### src/rtl/sc2a_pkg.sv
// ----------------------------------------------------------------------------
// sc2a_pkg
// Shared types, constants and key tables of the scancode line editor.
// ----------------------------------------------------------------------------
`default_nettype none

package sc2a_pkg;

  localparam int CMD_W  = 2;
  localparam int SCAN_W = 8;
  localparam int IDX_W  = 8;
  localparam int KEY_W  = 7;
  localparam int LEN_W  = 8;

  localparam int LINE_DEPTH_DEF = 256;

  typedef enum logic [CMD_W-1:0] {
    CMD_SCAN  = 2'd0,
    CMD_READ  = 2'd1,
    CMD_CLEAR = 2'd2
  } cmd_t;

  localparam logic [SCAN_W-1:0] REL_BIT   = 8'h80;
  localparam logic [SCAN_W-1:0] SC_LSHIFT = 8'h2A;
  localparam logic [SCAN_W-1:0] SC_RSHIFT = 8'h36;
  localparam logic [SCAN_W-1:0] SC_CAPS   = 8'h3A;
  localparam logic [SCAN_W-1:0] LAST_CODE = 8'd58;

  localparam logic [KEY_W-1:0] CH_NONE = 7'h00;
  localparam logic [KEY_W-1:0] CH_BS   = 7'h08;
  localparam logic [KEY_W-1:0] CH_NL   = 7'h0A;
  localparam logic [KEY_W-1:0] CH_LC_A = 7'h61;
  localparam logic [KEY_W-1:0] CH_LC_Z = 7'h7A;

  typedef struct packed {
    logic shift;
    logic caps;
  } key_state_t;

  function automatic logic [KEY_W-1:0] plain_char(input logic [5:0] code);
    logic [KEY_W-1:0] c;
    case (code)
      6'd1:  c = 7'h1B;
      6'd2:  c = 7'h31;
      6'd3:  c = 7'h32;
      6'd4:  c = 7'h33;
      6'd5:  c = 7'h34;
      6'd6:  c = 7'h35;
      6'd7:  c = 7'h36;
      6'd8:  c = 7'h37;
      6'd9:  c = 7'h38;
      6'd10: c = 7'h39;
      6'd11: c = 7'h30;
      6'd12: c = 7'h2D;
      6'd13: c = 7'h3D;
      6'd14: c = 7'h08;
      6'd15: c = 7'h09;
      6'd16: c = 7'h71;
      6'd17: c = 7'h77;
      6'd18: c = 7'h65;
      6'd19: c = 7'h72;
      6'd20: c = 7'h74;
      6'd21: c = 7'h79;
      6'd22: c = 7'h75;
      6'd23: c = 7'h69;
      6'd24: c = 7'h6F;
      6'd25: c = 7'h70;
      6'd26: c = 7'h5B;
      6'd27: c = 7'h5D;
      6'd28: c = 7'h0A;
      6'd30: c = 7'h61;
      6'd31: c = 7'h73;
      6'd32: c = 7'h64;
      6'd33: c = 7'h66;
      6'd34: c = 7'h67;
      6'd35: c = 7'h68;
      6'd36: c = 7'h6A;
      6'd37: c = 7'h6B;
      6'd38: c = 7'h6C;
      6'd39: c = 7'h3B;
      6'd40: c = 7'h27;
      6'd41: c = 7'h60;
      6'd43: c = 7'h5C;
      6'd44: c = 7'h7A;
      6'd45: c = 7'h78;
      6'd46: c = 7'h63;
      6'd47: c = 7'h76;
      6'd48: c = 7'h62;
      6'd49: c = 7'h6E;
      6'd50: c = 7'h6D;
      6'd51: c = 7'h2C;
      6'd52: c = 7'h2E;
      6'd53: c = 7'h2F;
      6'd55: c = 7'h2A;
      6'd57: c = 7'h20;
      default: c = CH_NONE;
    endcase
    return c;
  endfunction

  function automatic logic [KEY_W-1:0] shifted_char(input logic [5:0] code);
    logic [KEY_W-1:0] c;
    case (code)
      6'd1:  c = 7'h1B;
      6'd2:  c = 7'h21;
      6'd3:  c = 7'h40;
      6'd4:  c = 7'h23;
      6'd5:  c = 7'h24;
      6'd6:  c = 7'h25;
      6'd7:  c = 7'h5E;
      6'd8:  c = 7'h26;
      6'd9:  c = 7'h2A;
      6'd10: c = 7'h28;
      6'd11: c = 7'h29;
      6'd12: c = 7'h5F;
      6'd13: c = 7'h2B;
      6'd14: c = 7'h08;
      6'd15: c = 7'h09;
      6'd16: c = 7'h51;
      6'd17: c = 7'h57;
      6'd18: c = 7'h45;
      6'd19: c = 7'h52;
      6'd20: c = 7'h54;
      6'd21: c = 7'h59;
      6'd22: c = 7'h55;
      6'd23: c = 7'h49;
      6'd24: c = 7'h4F;
      6'd25: c = 7'h50;
      6'd26: c = 7'h7B;
      6'd27: c = 7'h7D;
      6'd28: c = 7'h0A;
      6'd30: c = 7'h41;
      6'd31: c = 7'h53;
      6'd32: c = 7'h44;
      6'd33: c = 7'h46;
      6'd34: c = 7'h47;
      6'd35: c = 7'h48;
      6'd36: c = 7'h4A;
      6'd37: c = 7'h4B;
      6'd38: c = 7'h4C;
      6'd39: c = 7'h3A;
      6'd40: c = 7'h22;
      6'd41: c = 7'h7E;
      6'd43: c = 7'h7C;
      6'd44: c = 7'h5A;
      6'd45: c = 7'h58;
      6'd46: c = 7'h43;
      6'd47: c = 7'h56;
      6'd48: c = 7'h42;
      6'd49: c = 7'h4E;
      6'd50: c = 7'h4D;
      6'd51: c = 7'h3C;
      6'd52: c = 7'h3E;
      6'd53: c = 7'h3F;
      6'd55: c = 7'h2A;
      6'd57: c = 7'h20;
      default: c = CH_NONE;
    endcase
    return c;
  endfunction

endpackage

`default_nettype wire

### src/rtl/sc2a_req_if.sv
// ----------------------------------------------------------------------------
// sc2a_req_if
// Command channel of the scancode line editor: valid/ready plus payload.
// ----------------------------------------------------------------------------
`default_nettype none

interface sc2a_req_if;
  import sc2a_pkg::*;

  logic              valid;
  logic              ready;
  logic [CMD_W-1:0]  cmd;
  logic [SCAN_W-1:0] scan_byte;
  logic [IDX_W-1:0]  read_index;

  modport source (output valid, cmd, scan_byte, read_index, input ready);
  modport sink   (input valid, cmd, scan_byte, read_index, output ready);
endinterface

`default_nettype wire

### src/rtl/sc2a_rsp_if.sv
// ----------------------------------------------------------------------------
// sc2a_rsp_if
// Result channel of the scancode line editor: valid/ready plus payload.
// ----------------------------------------------------------------------------
`default_nettype none

interface sc2a_rsp_if;
  import sc2a_pkg::*;

  logic             valid;
  logic             ready;
  logic [KEY_W-1:0] key_char;
  logic             to_shell;
  logic             echo;
  logic             line_ready;
  logic [LEN_W-1:0] line_length;
  logic [KEY_W-1:0] read_data;

  modport source (output valid, key_char, to_shell, echo, line_ready, line_length,
                  read_data, input ready);
  modport sink   (input valid, key_char, to_shell, echo, line_ready, line_length,
                  read_data, output ready);
endinterface

`default_nettype wire

### src/rtl/sc2a_key_xlate.sv
// ----------------------------------------------------------------------------
// sc2a_key_xlate
// Maps a set-1 make code to ASCII using the shift and caps lock state.
// ----------------------------------------------------------------------------
`default_nettype none

module sc2a_key_xlate (
  input  wire logic [sc2a_pkg::SCAN_W-1:0] code,
  input  wire sc2a_pkg::key_state_t        kstate,
  output logic [sc2a_pkg::KEY_W-1:0]       key_char
);
  import sc2a_pkg::*;

  logic [KEY_W-1:0] lo_char;
  logic [KEY_W-1:0] up_char;
  logic             letter;
  logic             pick_upper;

  always_comb begin
    lo_char    = plain_char(code[5:0]);
    up_char    = shifted_char(code[5:0]);
    letter     = lo_char inside {[CH_LC_A:CH_LC_Z]};
    // Caps lock flips the shift sense, but only on letter keys.
    pick_upper = kstate.shift ^ (kstate.caps & letter);
    if (code > LAST_CODE) begin
      key_char = CH_NONE;
    end else if (pick_upper) begin
      key_char = up_char;
    end else begin
      key_char = lo_char;
    end
  end

endmodule

`default_nettype wire

### src/rtl/scancode_to_ascii_line_editor.sv
// ----------------------------------------------------------------------------
// scancode_to_ascii_line_editor
// Set-1 scancode translator with shell pass-through and a line editing buffer.
//
//   Channel  Kind       Transfer when          Carries
//   req      sink       req.valid & ready      cmd, scan_byte, read_index
//   rsp      source     rsp.valid & ready      key_char, to_shell, echo,
//                                              line_ready, line_length, read_data
//   cfg      write only cfg_we high            line_mode
//
// One command is taken per cycle while req.ready is high, and each gives one result
// after a first stage and the output register. The line buffer memory read data is
// registered once before the output register.
// Reset (synchronous, rst high) clears shift, caps lock, fill count, ready flag
// and line_mode; the buffer contents are left as they are.
// While rsp is stalled the block still takes one more command into its first
// stage, then holds req.ready low.
// ----------------------------------------------------------------------------
`default_nettype none

module scancode_to_ascii_line_editor #(
  parameter int LINE_DEPTH = sc2a_pkg::LINE_DEPTH_DEF
) (
  input  wire logic clk,
  input  wire logic rst,
  input  wire logic cfg_we,
  input  wire logic cfg_wdata,
  sc2a_req_if.sink   req,
  sc2a_rsp_if.source rsp
);
  import sc2a_pkg::*;

  localparam int FILL_W = $clog2(LINE_DEPTH);
  localparam logic [FILL_W-1:0] FILL_MAX = FILL_W'(LINE_DEPTH - 1);

  typedef struct packed {
    logic [KEY_W-1:0] key_char;
    logic             to_shell;
    logic             echo;
    logic             line_ready;
    logic [LEN_W-1:0] line_length;
    logic             hit;
  } stage_t;

  // Configuration and key state.
  logic              line_mode;
  key_state_t        kstate;
  key_state_t        kstate_next;
  logic [FILL_W-1:0] fill;
  logic [FILL_W-1:0] fill_next;
  logic              ready_flag;
  logic              ready_flag_next;
  logic              first_nl;
  logic              first_nl_next;

  // Line buffer.
  logic [KEY_W-1:0]  line_mem [LINE_DEPTH];
  logic [KEY_W-1:0]  mem_q;
  logic              wr_en;
  logic [FILL_W-1:0] rd_addr;

  // Pipeline.
  logic             accept;
  logic             s1_adv;
  logic             s1_valid;
  logic             s2_valid;
  stage_t           s1;
  stage_t           s1_next;
  logic [KEY_W-1:0] s2_read_data;
  stage_t           s2;

  logic [KEY_W-1:0] xl_char;
  logic             is_key;
  logic [KEY_W-1:0] ch;

  sc2a_key_xlate u_xlate (
    .code     (req.scan_byte),
    .kstate   (kstate),
    .key_char (xl_char)
  );

  assign s1_adv    = s1_valid && (!s2_valid || rsp.ready);
  assign req.ready = !s1_valid || s1_adv;
  assign accept    = req.valid && req.ready;
  assign rd_addr   = req.read_index[FILL_W-1:0];

  always_comb begin
    kstate_next     = kstate;
    fill_next       = fill;
    ready_flag_next = ready_flag;
    first_nl_next   = first_nl;
    wr_en           = 1'b0;
    s1_next         = '0;
    is_key          = 1'b0;
    ch              = CH_NONE;

    case (req.cmd)
      CMD_SCAN: begin
        if ((req.scan_byte & REL_BIT) != '0) begin
          if ((req.scan_byte & ~REL_BIT) == SC_LSHIFT ||
              (req.scan_byte & ~REL_BIT) == SC_RSHIFT) begin
            kstate_next.shift = 1'b0;
          end
        end else if (req.scan_byte == SC_LSHIFT || req.scan_byte == SC_RSHIFT) begin
          kstate_next.shift = 1'b1;
        end else if (req.scan_byte == SC_CAPS) begin
          kstate_next.caps = ~kstate.caps;
        end else begin
          is_key = 1'b1;
        end

        if (is_key) begin
          ch = xl_char;
        end

        if (ch != CH_NONE) begin
          if (line_mode) begin
            if (ch == CH_BS) begin
              if (fill != '0) begin
                fill_next    = fill - 1'b1;
                s1_next.echo = 1'b1;
              end
            end else begin
              s1_next.echo = 1'b1;
              if (fill != FILL_MAX) begin
                wr_en     = 1'b1;
                fill_next = fill + 1'b1;
                if (fill == '0) begin
                  first_nl_next = (ch == CH_NL);
                end
              end
            end
            // A line that holds nothing but its newline is thrown away.
            if (ch == CH_NL) begin
              if (fill_next == FILL_W'(1) && first_nl_next) begin
                fill_next = '0;
              end else begin
                ready_flag_next = 1'b1;
              end
            end
          end else begin
            s1_next.to_shell = 1'b1;
          end
        end
      end
      CMD_READ: begin
        s1_next.hit = req.read_index < LEN_W'(fill);
      end
      CMD_CLEAR: begin
        fill_next       = '0;
        ready_flag_next = 1'b0;
      end
      default: begin
      end
    endcase

    s1_next.key_char    = ch;
    s1_next.line_ready  = ready_flag_next;
    s1_next.line_length = LEN_W'(fill_next);
  end

  always_ff @(posedge clk) begin
    if (rst) begin
      line_mode  <= 1'b0;
      kstate     <= '0;
      fill       <= '0;
      ready_flag <= 1'b0;
      first_nl   <= 1'b0;
    end else begin
      if (cfg_we) begin
        line_mode <= cfg_wdata;
      end
      if (accept) begin
        kstate     <= kstate_next;
        fill       <= fill_next;
        ready_flag <= ready_flag_next;
        first_nl   <= first_nl_next;
      end
    end
  end

  // Writes and reads come from different commands, so a read never sees a write from
  // its own command; any earlier write is already stored.
  always_ff @(posedge clk) begin
    if (accept && wr_en) begin
      line_mem[fill] <= ch;
    end
    if (accept) begin
      mem_q <= line_mem[rd_addr];
    end
  end

  always_ff @(posedge clk) begin
    if (rst) begin
      s1_valid <= 1'b0;
      s2_valid <= 1'b0;
    end else begin
      if (accept) begin
        s1_valid <= 1'b1;
      end else if (s1_adv) begin
        s1_valid <= 1'b0;
      end
      if (s1_adv) begin
        s2_valid <= 1'b1;
      end else if (rsp.ready) begin
        s2_valid <= 1'b0;
      end
    end
  end

  always_ff @(posedge clk) begin
    if (accept) begin
      s1 <= s1_next;
    end
    if (s1_adv) begin
      s2           <= s1;
      s2_read_data <= s1.hit ? mem_q : CH_NONE;
    end
  end

  assign rsp.valid       = s2_valid;
  assign rsp.key_char    = s2.key_char;
  assign rsp.to_shell    = s2.to_shell;
  assign rsp.echo        = s2.echo;
  assign rsp.line_ready  = s2.line_ready;
  assign rsp.line_length = s2.line_length;
  assign rsp.read_data   = s2_read_data;

endmodule

`default_nettype wire

### src/flat_wrapper.sv
// flat-port wrapper written by rule: the top's interface ports become plain ports
module scancode_to_ascii_line_editor_flat import sc2a_pkg::*;
#(
  parameter int LINE_DEPTH = sc2a_pkg::LINE_DEPTH_DEF
)
  (clk, rst, cfg_we, cfg_wdata, req_valid, req_cmd, req_scan_byte, req_read_index, req_ready, rsp_valid, rsp_key_char, rsp_to_shell, rsp_echo, rsp_line_ready, rsp_line_length, rsp_read_data, rsp_ready);
  sc2a_req_if req_i ();
  sc2a_rsp_if rsp_i ();
  input  wire logic clk;
  input  wire logic rst;
  input  wire logic cfg_we;
  input  wire logic cfg_wdata;
  input wire logic [$bits(req_i.valid)-1:0] req_valid;
  input wire logic [$bits(req_i.cmd)-1:0] req_cmd;
  input wire logic [$bits(req_i.scan_byte)-1:0] req_scan_byte;
  input wire logic [$bits(req_i.read_index)-1:0] req_read_index;
  output wire logic [$bits(req_i.ready)-1:0] req_ready;
  output wire logic [$bits(rsp_i.valid)-1:0] rsp_valid;
  output wire logic [$bits(rsp_i.key_char)-1:0] rsp_key_char;
  output wire logic [$bits(rsp_i.to_shell)-1:0] rsp_to_shell;
  output wire logic [$bits(rsp_i.echo)-1:0] rsp_echo;
  output wire logic [$bits(rsp_i.line_ready)-1:0] rsp_line_ready;
  output wire logic [$bits(rsp_i.line_length)-1:0] rsp_line_length;
  output wire logic [$bits(rsp_i.read_data)-1:0] rsp_read_data;
  input wire logic [$bits(rsp_i.ready)-1:0] rsp_ready;
  assign req_i.valid = req_valid;
  assign req_i.cmd = req_cmd;
  assign req_i.scan_byte = req_scan_byte;
  assign req_i.read_index = req_read_index;
  assign req_ready = req_i.ready;
  assign rsp_valid = rsp_i.valid;
  assign rsp_key_char = rsp_i.key_char;
  assign rsp_to_shell = rsp_i.to_shell;
  assign rsp_echo = rsp_i.echo;
  assign rsp_line_ready = rsp_i.line_ready;
  assign rsp_line_length = rsp_i.line_length;
  assign rsp_read_data = rsp_i.read_data;
  assign rsp_i.ready = rsp_ready;
  scancode_to_ascii_line_editor #(.LINE_DEPTH(LINE_DEPTH)) u_core (.clk(clk), .rst(rst), .cfg_we(cfg_we), .cfg_wdata(cfg_wdata), .req(req_i), .rsp(rsp_i));
endmodule
### config.mk
export PLATFORM = sky130hd
export DESIGN_NAME = scancode_to_ascii_line_editor_flat
export DESIGN_NICKNAME = d
export VERILOG_FILES = /design/src/rtl/sc2a_pkg.sv /design/src/rtl/sc2a_req_if.sv /design/src/rtl/sc2a_rsp_if.sv /design/src/rtl/sc2a_key_xlate.sv /design/src/rtl/scancode_to_ascii_line_editor.sv /design/src/flat_wrapper.sv
export SDC_FILE = /design/constraint.sdc
export NUM_CORES = 2
export LEC_CHECK = 0
export ABC_CLOCK_PERIOD_IN_PS = 8800
export BUFFER_PORTS_ARGS = -buffer_cell sky130_fd_sc_hd__buf_2
export CORE_ASPECT_RATIO = 0.9
export CORE_MARGIN = 5
export CORE_UTILIZATION = 23
export DETAILED_ROUTE_END_ITERATION = 16
export SETUP_SLACK_MARGIN = 0.5
export SYNTH_ARGS = -nofsm -noshare
export SYNTH_HDL_FRONTEND = slang
export SYNTH_HIERARCHICAL = 1
export SYNTH_SLANG_ARGS = --single-unit
### constraint.sdc
create_clock -name clk -period 8.8 [get_ports clk]
set_clock_uncertainty 0.05 [all_clocks]
set_input_delay 0.44 -clock clk [delete_from_list [all_inputs] [get_ports clk]]
set_output_delay 0.44 -clock clk [all_outputs]
set_load 0.02 [all_outputs]
==> impl_metrics.ini <==
[cells_and_area]
drive_gt1_share_pct = 22.5
fin_cells = 8092
layout_common_cells = edfxtp_1 (1843), mux4_2 (449), nor2_1 (305)
layout_commonest_cell = edfxtp_1
fin_nets = 3737
area_growth_pct = 15.2
post-route-util_pct = 26.7

[pwr]
power_density_nw_per_um2 = 212
p_leak_nw = 26.9
power.total_mw = 17.9
ir_worst_vdd_uv = 215

[run]
drv_cap = 0

[clock_tree]
htree_levels = 4
path_clk_slew_ps = 70
cts-root-buf = clkbuf_16
clock_latency_ps = 800
numCtsBuffers = 172
clockBufferDepth = 3
cts_tree = done
cts_setup_buffers = 0
cts_resized = 0
cts_num_sinks = 1858

[detailed_routing]
first_pass_iters = 6
routedWlPerCell_um = 23.3
initialDrtViolationCount = 4988
postRouteAntennaNets = 0
drcViolationCount = 0
wl_mm = 189
routed_via_density = 4.63
num_vias = 37455

[sta]
setup_violations = 0
slew_headroom_pct = 20.6
tns_ps = 0
rsz0062_at_grt = no
tightest_slew_ps = 1190
hold_violations = 0
timing.hold.ws_ps = 66.8
fmax_ghz = 0.155
fin_crit_sh_pct = 73.1
finalMaxSlewViolations = 0
period_minus_slack_ps = 6430

[die]
die_x_um = 605
start_util_pct = 23.1
core-area_um2 = 317000
dieArea_um2 = 331000
io_pins = 51
die_y_um = 546
row_count = 196

[yosys]
netlist_area_um2 = 73400
postSynth.asyncResetShare_pct = 0
syn_inst = 3630
synth_edf_count = 1843
syn-mean-instance-area_um2 = 20.2
seq_area_frac_synth_pct = 75.8
synthFlopType = edfxtp_1
ys_types = 74
synth_seq_cells = 1858
ys_warn_count = 6

[critical_path]
start_kind = input port
cp_max_fo = 48
endpoint_kind = flop
path_class = in2reg
cp.arrival_ps = 6810
required_ps = 9170

[grt]
grt_pass1_vias = 36990
grt_remaining_overflow = 0
grt_start_max_net_pins = 166
antenna_found_initial = 14
grt.total_usage_pct = 11.0
grt_pass1_wl_mm = 271

[placement]
port_buffers = 50
gp_congestion = 0.823
hpwlAfterDp_mm = 113
place_inst = 7763

[outcome]
status = complete, no violations

[min_path]
hp-class = in2reg
## Yosys cell counts (7+ instances only)
library cell / number / area, um2
nand3_1: 17 / 85.1
a221oi_1: 61 / 534
a31oi_1: 10 / 62.6
nor3_1: 15 / 75.1
mux4_2: 449 / 10100
and2_1: 21 / 131
inv_1: 21 / 78.8
a21oi_1: 34 / 170
nand2_1: 116 / 435
o21ai_0: 26 / 130
a22oi_1: 156 / 1170
nand3_2: 8 / 80.1
buf_2: 73 / 365
a22o_1: 60 / 526
nor4_1: 7 / 43.8
nand2b_1: 11 / 68.8
buf_1: 14 / 52.6
edfxtp_1: 1843 / 55300
o221ai_1: 29 / 254
mux2i_1: 14 / 140
and3_1: 8 / 50.1
nor2_1: 307 / 1150
nor2b_1: 20 / 125
a211oi_1: 12 / 90.1
clkbuf_1: 141 / 529
dfxtp_1: 15 / 300
a21o_1: 11 / 82.6
ha_1: 24 / 300
## metal layers
metal | global-route usage, % | wire, um | vias up
met3 | 1.84 | 15600 | 280
met2 | 16.8 | 85900 | 2048
met5 | 0 | 26 | -
li1 | - | - | 15317
met4 | 3.22 | 4970 | 4
met1 | 16.1 | 82200 | 19806
## metrics by stage
step,cell area [um2],setup WS (ps)
5_1_grt,84600,1970
3_5_place_dp,78700,1740
4_1_cts,84600,2560
3_3_place_gp,78700,1910
2_1_floorplan,73400,1780
6_report,84600,2370
## kinds of logic (layout without fill, tap and decap cells)
kind of cell,Yosys count,count (layout),share of synthesized area (%)
flops,1858,1858,75.8
simple gates,560,560,3.45
mux,465,465,14.0
compound gates,461,461,4.82
buf+inv,257,453,1.47
fa+ha+maj,24,24,0.409
xor+xnor,4,4,0.0477
other cells,1,10,0.00511
## registers in the layout, summed over array words and instances (netlist names), 2 cells and up
signal                  flops
u_core/line_mem          1792
u_core/s1                  19
u_core/rsp.key_char         7
u_core/fill                 8
u_core/kstate               2
u_core/rsp.read_data        7
u_core/mem_q                7
u_core/rsp.line_length      8
## final timing paths
path                            cells past startpoint                               end  slack, ps                           from
worst min-delay path                                2            u_core/s1[9]$_DFFE_PP_         70                     req_cmd[0]
worst max register to register                     12  u_core/line_mem[61][3]$_DFFE_PP_       3570  u_core/kstate[0]$_SDFFE_PP0P_
worst max-delay path                               18  u_core/line_mem[61][3]$_DFFE_PP_       2370               req_scan_byte[2]
worst min register to register                      0  u_core/rsp.key_char[1]$_DFFE_PP_        340        u_core/s1[13]$_DFFE_PP_
## layout make-up
type,instances,area (um2)
clock buffers,197,4470
clock inverters,120,1290
well taps,4257,5330
diodes,3,7.51
flip-flops and latches,1858,55600
inverters,25,93.8
fillers,31493,233000
multi-input cells,1521,16800
repair buffers,111,963
## where the power goes
part | total (mW) | internal, mW | switching [mW]
clock | 7.57 | 4.30 | 3.27
sequential | 9.64 | 9.63 | 0.0151
combinational | 0.726 | 0.260 | 0.466
## critical path, cell delays in order
cell	delay, ps
buf_2	640
inv_2	340
ha_1	360
mux2i_1	180
nor2_1	70
a311oi_1	280
a21oi_1	100
a2111oi_0	620
o311a_4	380
nor2_1	60
a211oi_1	440
or3_1	220
nor3b_1	100
nor4b_4	400
nand4_4	230
nor3_2	340
nand2_1	760
nor2_1	800
## timing repair
action,CTS,global route
endpoints found under the setup margin,0,0
hold buffers,9,0
endpoints found under the hold margin,7,0
(Power assumes the default switching activity.)
